## config.mk

```make
export PLATFORM = sky130hd
export DESIGN_NAME = ntms_queue
export DESIGN_NICKNAME = d
export VERILOG_FILES = /design/src/rtl/ntms_pkg.sv /design/src/rtl/ntms_queue.sv
export SDC_FILE = /design/constraint.sdc
export NUM_CORES = 1
export LEC_CHECK = 0
export BUFFER_PORTS_ARGS = -buffer_cell sky130_fd_sc_hd__buf_2
export CAP_MARGIN = 20
export CELL_PAD_IN_SITES_DETAIL_PLACEMENT = 0
export CELL_PAD_IN_SITES_GLOBAL_PLACEMENT = 2
export CORE_ASPECT_RATIO = 0.8
export CORE_MARGIN = 4
export CORE_UTILIZATION = 38
export DETAILED_ROUTE_END_ITERATION = 8
export PLACE_DENSITY_LB_ADDON = 0.1
export SLEW_MARGIN = 10
export SYNTH_ARGS = -nofsm -noshare
export SYNTH_HDL_FRONTEND = slang
export SYNTH_SLANG_ARGS = --single-unit
export TNS_END_PERCENT = 5
```

## constraint.sdc

```tcl
create_clock -name clock -period 7.8 [get_ports clock]
set_input_delay 2.34 -clock clock [delete_from_list [all_inputs] [get_ports clock]]
set_output_delay 2.34 -clock clock [all_outputs]
set_load 0.005 [all_outputs]
```

## src/rtl/ntms_pkg.sv

```systemverilog
package ntms_pkg;

   localparam int MAX_WINDOW = 16;
   localparam int IDX_W      = $clog2(MAX_WINDOW);
   localparam int CNT_W      = $clog2(MAX_WINDOW + 1);

   localparam logic [15:0] LN2_Q16   = 16'd45426;
   localparam logic [16:0] Q16_ONE   = 17'd65536;
   localparam logic [19:0] S_MAX     = 20'hFFFFF;
   localparam logic [25:0] D_MAX     = 26'h3FFFFFF;
   localparam logic [4:0]  K_LIMIT   = 5'd30;
   localparam logic [3:0]  TERMS     = 4'd12;
   localparam logic [36:0] E_LIMIT   = 37'((int'(K_LIMIT) + 1) * int'(LN2_Q16));

   typedef struct packed {
      logic signed [31:0] sample_value;
      logic signed [15:0] template_value;
      logic               last_item;
   } req_type;

   typedef struct packed {
      logic [15:0]        match_score;
      logic signed [31:0] window_minimum;
      logic signed [31:0] window_maximum;
      logic [3:0]         maximum_index;
      logic [3:0]         minimum_index;
      logic [19:0]        shape_term;
      logic [25:0]        slope_term;
      logic               degenerate_flag;
   } rsp_type;

   typedef struct packed {
      logic               store;
      logic               finish;
      logic [IDX_W-1:0]   idx;
      logic signed [31:0] smp;
      logic signed [19:0] tpl;
      logic [CNT_W-1:0]   count;
      logic signed [31:0] min_val;
      logic signed [31:0] max_val;
      logic [IDX_W-1:0]   min_pos;
      logic [IDX_W-1:0]   max_pos;
   } cmd_type;

endpackage

```

## src/rtl/ntms_queue.sv

```systemverilog
module ntms_queue
   import ntms_pkg::*;
(
   input  logic    clock,
   input  logic    reset,
   input  logic    push,
   input  cmd_type din,
   output logic    full,
   input  logic    pop,
   output logic    empty,
   output cmd_type dout
);

   cmd_type    slot_ff [2];
   logic       rd_ff, rd_in, wr_ff, wr_in;
   logic [1:0] cnt_ff, cnt_in;

   assign full  = cnt_ff == 2'd2;
   assign empty = cnt_ff == 2'd0;
   assign dout  = slot_ff[rd_ff];

   always_comb begin
      rd_in  = rd_ff ^ (pop && !empty);
      wr_in  = wr_ff ^ (push && !full);
      cnt_in = cnt_ff + 2'(push && !full) - 2'(pop && !empty);
   end

   always_ff @(posedge clock) begin
      if (push && !full) slot_ff[wr_ff] <= din;
   end

   always_ff @(posedge clock) begin
      if (reset) begin
         rd_ff  <= 1'b0;
         wr_ff  <= 1'b0;
         cnt_ff <= '0;
      end else begin
         rd_ff  <= rd_in;
         wr_ff  <= wr_in;
         cnt_ff <= cnt_in;
      end
   end

   a_no_push_full: assert property (@(posedge clock) disable iff (reset) !(push && full))
      else $error("transfer into full queue");
   a_no_pop_empty: assert property (@(posedge clock) disable iff (reset) !(pop && empty))
      else $error("pop from empty queue");
   a_count_range: assert property (@(posedge clock) disable iff (reset)
      (cnt_ff <= 2'd2) && ((cnt_ff == 2'd1) == (rd_ff != wr_ff)))
      else $error("queue pointers and count disagree");

endmodule

```

# After elaboration in Yosys (flattened, before gate mapping)
# Memories as Yosys holds them, arrays and structs flattened. A register that Yosys moved wholly into a read port is not among the register bits.
# Index checks and enable logic that the tools add are counted.
[classes]
n_addsub = 2
n_eq_ne = 1
muxes = 3
bitwise_logic = 2
reduce_logical = 5
[op_table]
columns = ["op", "count"]
rows = [
  ["two-way mux 1 bit", 3],
  ["adder 2 x 1 -> 2 bit", 1],
  ["== test 2 bit, second input constant", 1],
  ["logical AND 1 bit", 2],
  ["zero test 1 bit", 2],
  ["zero test 2 bit", 1],
  ["subtractor 2 x 1 -> 2 bit", 1],
  ["bitwise XOR 1 bit", 2],
]
[word_totals]
regBits = 4
ramBits = 270
input_bits = 139
out_inout_bits = 137
word_cells = 17
n_memories = 1
[memory_table]
columns = ["memory", "words", "word_bits", "rd", "rd_ports_with_merged_regs", "write_ports", "line_no", "rtl"]
rows = [
  ["slot_ff", 2, 135, 1, 1, 1, "ntms_queue.sv:14", "cmd_type slot_ff [2];"],
]

# Depth between registers and ports, before layout
[logic_depth]
depth_word = 5
mapped_depth = 7

# Worst setup path before layout
# Ideal clock, no wire load.
[synth_timing]
kind = "input to register"
from = "input push"
to = "memory slot_ff[1][0] (netlist name), enable pin"
arrival_time_ns = 5.631
t_required_ns = 7.289
slack_ns = 1.658
stages = 2
path_cell_list = "and2_1 ha_1"
[synth_between]
elab_chain_cells = 3
[synth_rtl]
columns = ["item", "line_no", "rtl"]
rows = [
  ["from (decl)", "ntms_queue.sv:6", "input logic push,"],
  ["logical AND 1 bit", "ntms_queue.sv:29", "if (push && !full) slot_ff[wr_ff] <= din;"],
  ["two-way mux 1 bit", "ntms_queue.sv:29", ""],
  ["two-way mux 1 bit (not written as such)", "ntms_queue.sv:29", ""],
  ["to (decl)", "ntms_queue.sv:14", ""],
]
# No other way between the ends.

==> results.yml <==
setup_path:
  cp.required_ns: 5.46
  r2r_start: "cnt_ff[0]"
  crit_path_end_kind: "output port"
  ff2ff_path_depth: 4
  worstSetupPathType: "register to output port"
  worstPathMaxFanout: 62
  worstPathArrival_ns: 2.41
  r2r_slack_ns: 5.02
  reg2reg_to: "slot_ff[0][52]"
  start_kind: "register"
placement:
  place_ws_ns: 3.09
  place_hpwl_um: 14500
  portBuffers: 275
  globalplace.congestion: 0.760
  placed_cells: 1060
  dpl_cell_area_mm2: 0.0117
sta:
  fin_ws_ns: 3.05
  tns_ns: 0
  worst_pin_slew_ns: 1.05
  slew_headroom: 0.301
  setup-violations-final: 0
  fmax_mhz: 211
  fin_skew_ns: 0.0118
  min_period_ns: 4.75
  hold_viol: 0
  hold_slack_ns: 0.645
  rsz0062_at_grt: "false"
  final_max_slew_viol_count: 0
  period_share: 0.609
die:
  die_x_um: 190
  die_height_um: 154
  ios: 276
  start_util: 0.391
  rows: 52
  core_mm2: 0.0257
  die_area_mm2: 0.0291
hold_path:
  hold_path.class: "register to register"
  worstHoldStart: "wr_ff"
  min_to: "wr_ff"
  min_path_cells: 3
power_and_ir_drop:
  power_density_mw_per_mm2: 316
  vdd_ir_drop_max_uv: 178
  leakage_uw: 0.00467
grt:
  antenna_found_initial: 10
  grt_pass1_wl_um: 31000
  overflow: 0
  grt_start_max_net_pins: 72
  grtUsageTotal: 0.137
  grt_pass1_vias: 5455
yosys:
  async_reset_ff_frac: 0
  ys.flop_type: "edfxtp_1"
  yosysTopAreaCellShare: 0.806
  synth_area_per_cell_um2: 22.7
  synth_common_cells: "edfxtp_1 (270), mux2_2 (135), clkbuf_8 (10)"
  yosysMostFrequentCell: "edfxtp_1"
  ys_top_cells_by_area: "edfxtp_1 (81%), mux2_2 (15%), clkbuf_8 (1.4%)"
  postSynthNetCount: 586
  seq_area_frac_synth: 0.814
  postSynthCellCount: 443
  synth_area_mm2: 0.0101
  yosysTopAreaCell: "edfxtp_1"
  synth.distinct_cells: 16
  ys_seq_elements: 274
  synth_edf_count: 270
  yosysWarnings: 0
routing:
  m1WireLength_um: 8370
  drt-vias-per-instance: 4.56
  detail_route.wl_per_cell_um: 19.0
  routed_wl_um: 21200
  post-route-drc-count: 0
  dr.pass1.iters: 4
  met3RoutedLength_um: 2220
  met2WireLength_um: 10100
  drt-initial-drc-count: 218
  postRouteAntennaNets: 0
  maxUsedRoutingLayer: "met5"
  vias: 5079
layout:
  final_nets: 883
  fin_area_mm2: 0.0126
  syn_to_final_growth_pct: 25.5
  multi_input_area_mm2: 0.00168
  final_cells: 1113
  seq_area_mm2: 0.00819
  fillers: 2222
  drive_gt1_frac: 0.595
clocking:
  postCtsResizedCells: 0
  cts_tree: "built"
  cts_setup_buffers: 0
  clock_path_buffers: 3
  clock_latency_ns: 0.52
  cts.reportedPaths.clkPinSlew_ns: 0.06
  h-tree-depth: 1
  root_buffer: "clkbuf_16"
  clkSinkCount: 274
  cts_buffers: 29
  ctsHoldBuffers: 0
flow_run:
  cap_violations: 0
outcome:
  status: "completed"
==> logic make-up after synthesis <==
group	count (synthesis)	synth area share
XOR/XNOR	1	0.00224
AO/OA/AOI/OAI	1	0.000747
multiplexers	136	0.153
buffers and inverters	18	0.0208
adder cells (fa/ha/maj)	4	0.00498
AND/OR/NAND/NOR	9	0.00435
flip-flops	274	0.814
==> power by group <==
group | leakage (uW) | internal [uW] | switching, uW
Sequential | 0.00256 | 1870 | 55.4
Clock | 0.000419 | 745 | 507
Combinational | 0.00169 | 399 | 415
==> metal layers <==
layer,track usage,up-vias
li1,-,2361
met2,0.227,182
met1,0.166,2473
met5,0,-
met3,0.0635,45
met4,0.0324,18
==> cell type report <==
class | count | share of cell area
repair buffers | 281 | 0.113
flip-flops and latches | 274 | 0.649
diodes | 1 | 0.000198
inverters | 3 | 0.000893
multi-input cells | 151 | 0.133
clock inverters | 12 | 0.00793
well taps | 351 | 0.0348
clock buffers | 40 | 0.0608
==> cells in the final DEF (no fill, tap or decap) <==
| cell type | count |
|---|---|
| and2_1 | 1 |
| inv_1 | 3 |
| nor2_1 | 4 |
| nand2b_1 | 1 |
| dfxtp_1 | 3 |
| nor2b_1 | 2 |
| ha_4 | 2 |
| buf_2 | 275 |
| buf_4 | 6 |
| o21a_1 | 1 |
| diode_2 | 1 |
| mux2_4 | 1 |
| nand2_1 | 1 |
| clkinv_2 | 2 |
| clkinv_1 | 8 |
| xnor3_1 | 1 |
| bufinv_16 | 2 |
| clkbuf_1 | 11 |
| dfxtp_4 | 1 |
| clkbuf_16 | 29 |
| edfxtp_1 | 270 |
| mux2_2 | 135 |
| ha_1 | 2 |
==> flip-flops by register name, indices dropped and copies added (netlist names) <==
signal   cells
slot_ff    270
cnt_ff       2
rd_ff        1
wr_ff        1
==> critical path: stages, from the launching register on <==
cell	delay (ns)
dfxtp_4	0.54
buf_4	0.71
mux2_2	0.43
buf_2	0.13
==> stage by stage <==
step,total power (uW),util
3_5_place_dp,2800,0.457
5_1_grt,4200,0.491
6_report,3990,0.491
4_1_cts,4070,0.491
2_1_floorplan,2470,-
3_3_place_gp,2780,0.457
==> how the worst max path moves through the flow <==
stage                      from              to
after global placement     push  slot_ff[1][60]
after CTS                 rd_ff       dout[111]
after floorplan            push   slot_ff[1][0]
after detailed placement   push  slot_ff[0][60]
after global routing      rd_ff       dout[118]
final                     rd_ff       dout[118]
Power figures use the tool's default switching activity.
