`src/rtl/ntms_pkg.sv`:
```
package ntms_pkg;

   localparam int MAX_WINDOW = 16;
   localparam int IDX_W      = $clog2(MAX_WINDOW);
   localparam int CNT_W      = $clog2(MAX_WINDOW + 1);

   localparam logic [15:0] LN2_Q16   = 16'd45426;
   localparam logic [16:0] Q16_ONE   = 17'd65536;
   localparam logic [19:0] S_MAX     = 20'hFFFFF;
   localparam logic [25:0] D_MAX     = 26'h3FFFFFF;
   localparam logic [4:0]  K_LIMIT   = 5'd30;
   localparam logic [3:0]  TERMS     = 4'd12;
   localparam logic [36:0] E_LIMIT   = 37'((int'(K_LIMIT) + 1) * int'(LN2_Q16));

   typedef struct packed {
      logic signed [31:0] sample_value;
      logic signed [15:0] template_value;
      logic               last_item;
   } req_type;

   typedef struct packed {
      logic [15:0]        match_score;
      logic signed [31:0] window_minimum;
      logic signed [31:0] window_maximum;
      logic [3:0]         maximum_index;
      logic [3:0]         minimum_index;
      logic [19:0]        shape_term;
      logic [25:0]        slope_term;
      logic               degenerate_flag;
   } rsp_type;

   typedef struct packed {
      logic               store;
      logic               finish;
      logic [IDX_W-1:0]   idx;
      logic signed [31:0] smp;
      logic signed [19:0] tpl;
      logic [CNT_W-1:0]   count;
      logic signed [31:0] min_val;
      logic signed [31:0] max_val;
      logic [IDX_W-1:0]   min_pos;
      logic [IDX_W-1:0]   max_pos;
   } cmd_type;

endpackage

```
`src/rtl/ntms_front.sv`:
```
module ntms_front
   import ntms_pkg::*;
(
   input  logic    clock,
   input  logic    reset,
   input  logic    accept,
   input  req_type req,
   output logic    cmd_push,
   output cmd_type cmd
);

   logic [CNT_W-1:0]   fill_ff, fill_in;
   logic signed [31:0] min_ff, min_in, max_ff, max_in;
   logic [IDX_W-1:0]   minpos_ff, minpos_in, maxpos_ff, maxpos_in;
   logic               stored;
   logic signed [31:0] nmin, nmax;
   logic [IDX_W-1:0]   nminpos, nmaxpos;

   always_comb begin
      stored  = fill_ff < CNT_W'(MAX_WINDOW);
      nmin    = min_ff;
      nmax    = max_ff;
      nminpos = minpos_ff;
      nmaxpos = maxpos_ff;
      if (stored) begin
         if (fill_ff == '0) begin
            nmin    = req.sample_value;
            nmax    = req.sample_value;
            nminpos = '0;
            nmaxpos = '0;
         end else begin
            if (req.sample_value > max_ff) begin
               nmax    = req.sample_value;
               nmaxpos = fill_ff[IDX_W-1:0];
            end
            if (req.sample_value < min_ff) begin
               nmin    = req.sample_value;
               nminpos = fill_ff[IDX_W-1:0];
            end
         end
      end
      cmd.store   = stored;
      cmd.finish  = req.last_item;
      cmd.idx     = fill_ff[IDX_W-1:0];
      cmd.smp     = req.sample_value;
      cmd.tpl     = {req.template_value, 4'b0000};
      cmd.count   = fill_ff + CNT_W'(stored);
      cmd.min_val = nmin;
      cmd.max_val = nmax;
      cmd.min_pos = nminpos;
      cmd.max_pos = nmaxpos;
      cmd_push    = accept && (stored || req.last_item);

      fill_in   = fill_ff;
      min_in    = min_ff;
      max_in    = max_ff;
      minpos_in = minpos_ff;
      maxpos_in = maxpos_ff;
      if (accept) begin
         if (req.last_item) begin
            fill_in   = '0;
            min_in    = '0;
            max_in    = '0;
            minpos_in = '0;
            maxpos_in = '0;
         end else begin
            fill_in   = cmd.count;
            min_in    = nmin;
            max_in    = nmax;
            minpos_in = nminpos;
            maxpos_in = nmaxpos;
         end
      end
   end

   always_ff @(posedge clock) begin
      if (reset) begin
         fill_ff   <= '0;
         min_ff    <= '0;
         max_ff    <= '0;
         minpos_ff <= '0;
         maxpos_ff <= '0;
      end else begin
         fill_ff   <= fill_in;
         min_ff    <= min_in;
         max_ff    <= max_in;
         minpos_ff <= minpos_in;
         maxpos_ff <= maxpos_in;
      end
   end

endmodule

```
`config.mk`:
```
export PLATFORM = sky130hd
export DESIGN_NAME = ntms_front
export DESIGN_NICKNAME = d
export VERILOG_FILES = /design/src/rtl/ntms_pkg.sv /design/src/rtl/ntms_front.sv
export SDC_FILE = /design/constraint.sdc
export NUM_CORES = 1
export LEC_CHECK = 0
export BUFFER_PORTS_ARGS = -buffer_cell sky130_fd_sc_hd__buf_2
export CAP_MARGIN = 20
export CORE_UTILIZATION = 55
export DETAILED_ROUTE_END_ITERATION = 6
export PLACE_DENSITY = 0.86
export SYNTH_ARGS = -nofsm -noshare
export SYNTH_HDL_FRONTEND = slang
export SYNTH_SLANG_ARGS = --single-unit
```
`constraint.sdc`:
```
create_clock -name clock -period 7.4 [get_ports clock]
set_clock_uncertainty 0.05 [all_clocks]
set_input_delay 1.11 -clock clock [delete_from_list [all_inputs] [get_ports clock]]
set_output_delay 1.11 -clock clock [all_outputs]
set_load 0.01 [all_outputs]
```
# After elaboration in Yosys (flattened, before gate mapping)
# Index checks and enable logic that the tools add are counted.
# W data, S select, Z words.
totals:
  register_bits: 77
  inputBits: 52
  output_inout_bits: 136
  word_cells: 29
classes:
  add_sub_neg: 1
  n_lt_le_gt_ge: 3
  mux: 17
  n_reduce_logical: 3
ops:
  columns: ["op", "n"]
  rows:
  - ["$mux W32", 8]
  - ["$gt A32 B32 Y1", 1]
  - ["$lt A32 B32 Y1", 1]
  - ["$mux W4", 8]
  - ["$add A5 B1 Y5", 1]
  - ["$logic_not A5 Y1", 1]
  - ["$lt A5 B5 Y1 const B", 1]
  - ["$mux W5", 1]
  - ["$logic_and A1 B1 Y1", 1]
  - ["$logic_or A1 B1 Y1", 1]

# Depth between registers and ports, before layout
logic_depth:
  depth_word: 5
  ltp_mapped: 11
  depth_no_buf: 9

# Worst setup path before layout
# No wires, ideal clock.
synth_timing:
  path_type: "input to output"
  startpoint: "input req[48] (netlist name)"
  endpoint: "output cmd[43] (netlist name)"
  arrival_time_ns: 3.243
  t_required_ns: 6.240
  slack_ns: 2.997
  stages: 9
  path_buffers: 1
  path_cell_list: "ha_1 nand4_1 nor4_2 a221oi_2 o21ai_1 or3_4 a31oi_4 buf_6 mux2_1"
synth_rtl:
  columns: ["item", "line", "text"]
  rows:
  - ["start, declared", "ntms_front.sv:7", "input req_type req,"]
  - ["end, declared", "ntms_front.sv:9", "output cmd_type cmd"]

==> flow_summary.json <==
{
  "outcome": "completed",
  "worstHoldStart": "minpos_ff[1]$_SDFFE_PP0P_",
  "worst_hold_path.endpoint": "minpos_ff[1]$_SDFFE_PP0P_",
  "worst_skew_pair.late_latency_ps": 360,
  "worst_slew_margin_rel": 0.3537,
  "peak_supply_drop_mv": 0.08685,
  "ff2ff_path_depth": 10,
  "share_of_layout_cells_above_drive_strength_1": 0.3570,
  "cts_hold_repair.buffers": 0,
  "cts_buffers": 9,
  "first_pass_grt_wire_length_um": 22530,
  "whs_path_cells": 1,
  "fraction_of_the_yosys_area_taken_by_sequential_cells": 0.2687,
  "design.final.nets": 801,
  "timing.critical_path.buf_inv": 3,
  "worst_setup_timing_slack_at_the_placement_stage_ps": 1966,
  "period_minus_slack_ps": 5192,
  "r2r-start": "min_ff[15]$_SDFFE_PP0P_",
  "globalplace.congestion": 0.8534,
  "rr_endpoint": "minpos_ff[2]$_SDFFE_PP0P_",
  "synthesis.area_per_instance_sq_um": 9.609,
  "unrepaired_setup_endpoints_after_global_routing": "no",
  "portion_of_the_clock_cycle_consumed_by_the_worst_path_in_the_final_layout": 0.7016,
  "grt_max_degree": 33,
  "tritoncts": "built",
  "drv_slew": 0,
  "vias": 4770,
  "floorplan.initialDensity": 0.5763,
  "clock_tree.root_cell": "sky130_fd_sc_hd__clkbuf_8",
  "synthesis_to_layout_area_growth_pct": 10.27,
  "worst_setup_sp_type": "input pin",
  "synth_compound_gate_area_share": 0.2000,
  "cts_resizes": 0,
  "cellLeakagePower_nw": 2.815,
  "pwr-share-seq": 0.403,
  "net-switching-power_mw": 0.3152,
  "synth_top_family_by_area": "compound AO/OA/AOI/OAI gates",
  "core-area_sq_um": 9955,
  "finalHoldWorstSlack_ps": 421.0,
  "timing.final.setup_violations": 0,
  "first_iter_violations": 236,
  "worstSetupEndpointType": "primary output",
  "route.layer.met1.wl_um": 5928,
  "power.share.combinational": 0.241,
  "postPlaceCellArea_sq_um": 6058,
  "detail_route.drc_violations": 0,
  "core_utilization_of_the_finished_layout": 0.6355,
  "path_class": "input pin to primary output",
  "fin_setup_tns_ps": 0,
  "switching_share": 0.2878,
  "cts-htree-levels": 3,
  "yosys.area_share.xor_xnor": 0.004580,
  "clock_slew_at_reported_path_ffs_ps": 70,
  "wl_met2_um": 6986,
  "worstMarginPinSlew_ps": 962.1,
  "cpMostUsedCell": "sky130_fd_sc_hd__buf_2",
  "internal-power_mw": 0.7799,
  "cp_max_stage_cell": "sky130_fd_sc_hd__a31oi_4",
  "dr.max_layer_used": "met4",
  "max_cap_violations": 0,
  "synth_edf_count": 0,
  "chipHeight_um": 104.1,
  "dr.pass1.iters": 5,
  "synthAdderAreaFrac": 0.1418,
  "pwr-share-clk": 0.355,
  "cts_sinks": 77,
  "wl_met3_um": 825,
  "final-hold-violation-count": 0,
  "mostFrequentLayoutCell": "sky130_fd_sc_hd__buf_2",
  "chipWidth_um": 104.1,
  "synth_cells": 597,
  "syn_area_sq_um": 5737,
  "cpPeakStageDelay_ps": 500,
  "buffer_ports.inserted": 151,
  "power_density_nw_per_um2": 173.1,
  "final_worst_setup_slack_ps": 2208,
  "antenna_cells_inserted": 0,
  "grt-ovfl-total": 0,
  "layout.cell_area.non_filler_sq_um": 6326,
  "number_of_logic_stages_on_the_critical_path_including_buffering": 11,
  "postSynth.asyncResetShare": 0,
  "floorplan.io_pins": 188,
  "grt_pass1_vias": 4544,
  "ys_types": 57,
  "post_cts_setup_bufs": 0,
  "groute.usage.overall": 0.2585,
  "synth-seq-cells": 77,
  "synth-main-ff-cell": "sky130_fd_sc_hd__dfxtp_1",
  "reg2reg_setup_slack_ps": 3940,
  "worstPathCellList": "buf_2 -> ha_1 -> a21oi_1 -> o21ai_0 -> a221oi_2 -> o21ai_1 -> or3_4 -> a31oi_4 -> buf_16 -> mux2_2 -> buf_2",
  "avgViaCountPerCell": 5.803,
  "clock_tree.buffer_depth": 2,
  "place_hpwl_um": 10280,
  "drtAntennaViolNets": 0,
  "die-area_sq_um": 10840,
  "timing.critical_path.arrival_ps": 4030,
  "synth_mux_area_frac": 0.1420,
  "wl_per_cell_um": 17.13,
  "antenna_found_initial": 0,
  "hold_class": "register to register",
  "area_fraction_in_and_or_nand_and_nor_cells_after_synthesis": 0.08288,
  "core.rowCount": 36,
  "crit_required_ps": 6240,
  "max_clk_rate_mhz": 192.6,
  "layout_common_cells": "sky130_fd_sc_hd__buf_2, sky130_fd_sc_hd__dfxtp_1, sky130_fd_sc_hd__inv_1",
  "timing.critical_path.fanout_max": 21,
  "path_delay_family": "compound AO/OA/AOI/OAI gates",
  "synth_warnings": 0,
  "drt_wl_total_um": 14080
}
==> per-layer routing <==
layer | vias to the layer above | global-route usage
met5 | - | 0
met4 | 0 | 0.1173
met3 | 32 | 0.04950
met2 | 207 | 0.4495
met1 | 2263 | 0.3070
li1 | 2268 | -
==> state kept, by name (all words and copies together) (netlist names) <==
signal / cells
maxpos_ff: 4
fill_ff: 5
minpos_ff: 4
min_ff: 32
max_ff: 32
==> logic make-up after synthesis <==
logic type,count (synthesis)
adders and majority gates,65
DFF,77
other,1
xor gates and xnor gates,3
and+or+nand+nor,88
buffers and inverters,152
muxes,63
AOI/OAI and AO/OA,148
==> how the worst max path moves through the flow <==
stage,startpoint,to
final,req[40],cmd[56]
after global routing,req[40],cmd[52]
after CTS,req[40],cmd[52]
after detailed placement,req[48],cmd[52]
after global placement,req[40],cmd[9]
after floorplan,req[48],cmd[43]
==> worst reg2reg max path, delay by kind of cell (launching register included) <==
kind	cells	cell delay, ps
compound gates	5	1670
flops	1	350
buf+inv	2	460
simple gates	2	560
fa+ha+maj	1	310
==> cell type report <==
class | count | area [sq um]
Timing Repair Buffer | 156 | 825.8
Clock buffer | 12 | 145.1
Tap cell | 133 | 166.4
Inverter | 69 | 259.0
Fill cell | 814 | 3628
Sequential cell | 77 | 1541
Multi-Input combinational cell | 371 | 3293
Clock inverter | 4 | 95.09
==> power groups by stage <==
stage                     sequential [mW]  clock (mW)  combinational, mW
final                               0.442       0.389              0.264
after global routing                0.444       0.418              0.288
after CTS                           0.441       0.393              0.262
after detailed placement            0.451           0              0.259
after global placement              0.450           0              0.248
after floorplan                     0.447           0              0.196
==> cells in the mapped netlist (all sizes together) (2+ instances only) <==
| master | n | area, sq um |
|---|---|---|
| a211oi | 3 | 27.52 |
| dfxtp | 77 | 1541 |
| a22o | 65 | 569.3 |
| nand4 | 10 | 62.56 |
| a22oi | 2 | 15.01 |
| and3 | 2 | 12.51 |
| mux2 | 63 | 814.5 |
| xnor2 | 2 | 17.52 |
| nor3 | 3 | 26.28 |
| a31oi | 2 | 27.53 |
| a21oi | 33 | 165.2 |
| or3 | 2 | 17.52 |
| a21o | 2 | 15.01 |
| nor2 | 12 | 52.55 |
| o211ai | 2 | 15.01 |
| inv | 68 | 255.2 |
| nor4 | 3 | 25.02 |
| a32o | 8 | 80.08 |
| ha | 65 | 813.3 |
| o21ai | 20 | 100.1 |
| nand2b | 4 | 32.53 |
| clkbuf | 3 | 11.26 |
| nand3 | 12 | 60.06 |
| and4 | 2 | 17.52 |
| nand2 | 33 | 123.9 |
| buf | 80 | 644.4 |
==> stage by stage <==
| stage | power, mW | cells |
|---|---|---|
| CTS | 1.097 | 821 |
| global route | 1.149 | 822 |
| global placement | 0.6979 | 804 |
| detailed placement | 0.7106 | 805 |
| finish | 1.095 | 822 |
| floorplan | 0.6434 | 600 |
(Power assumes the default switching activity.)
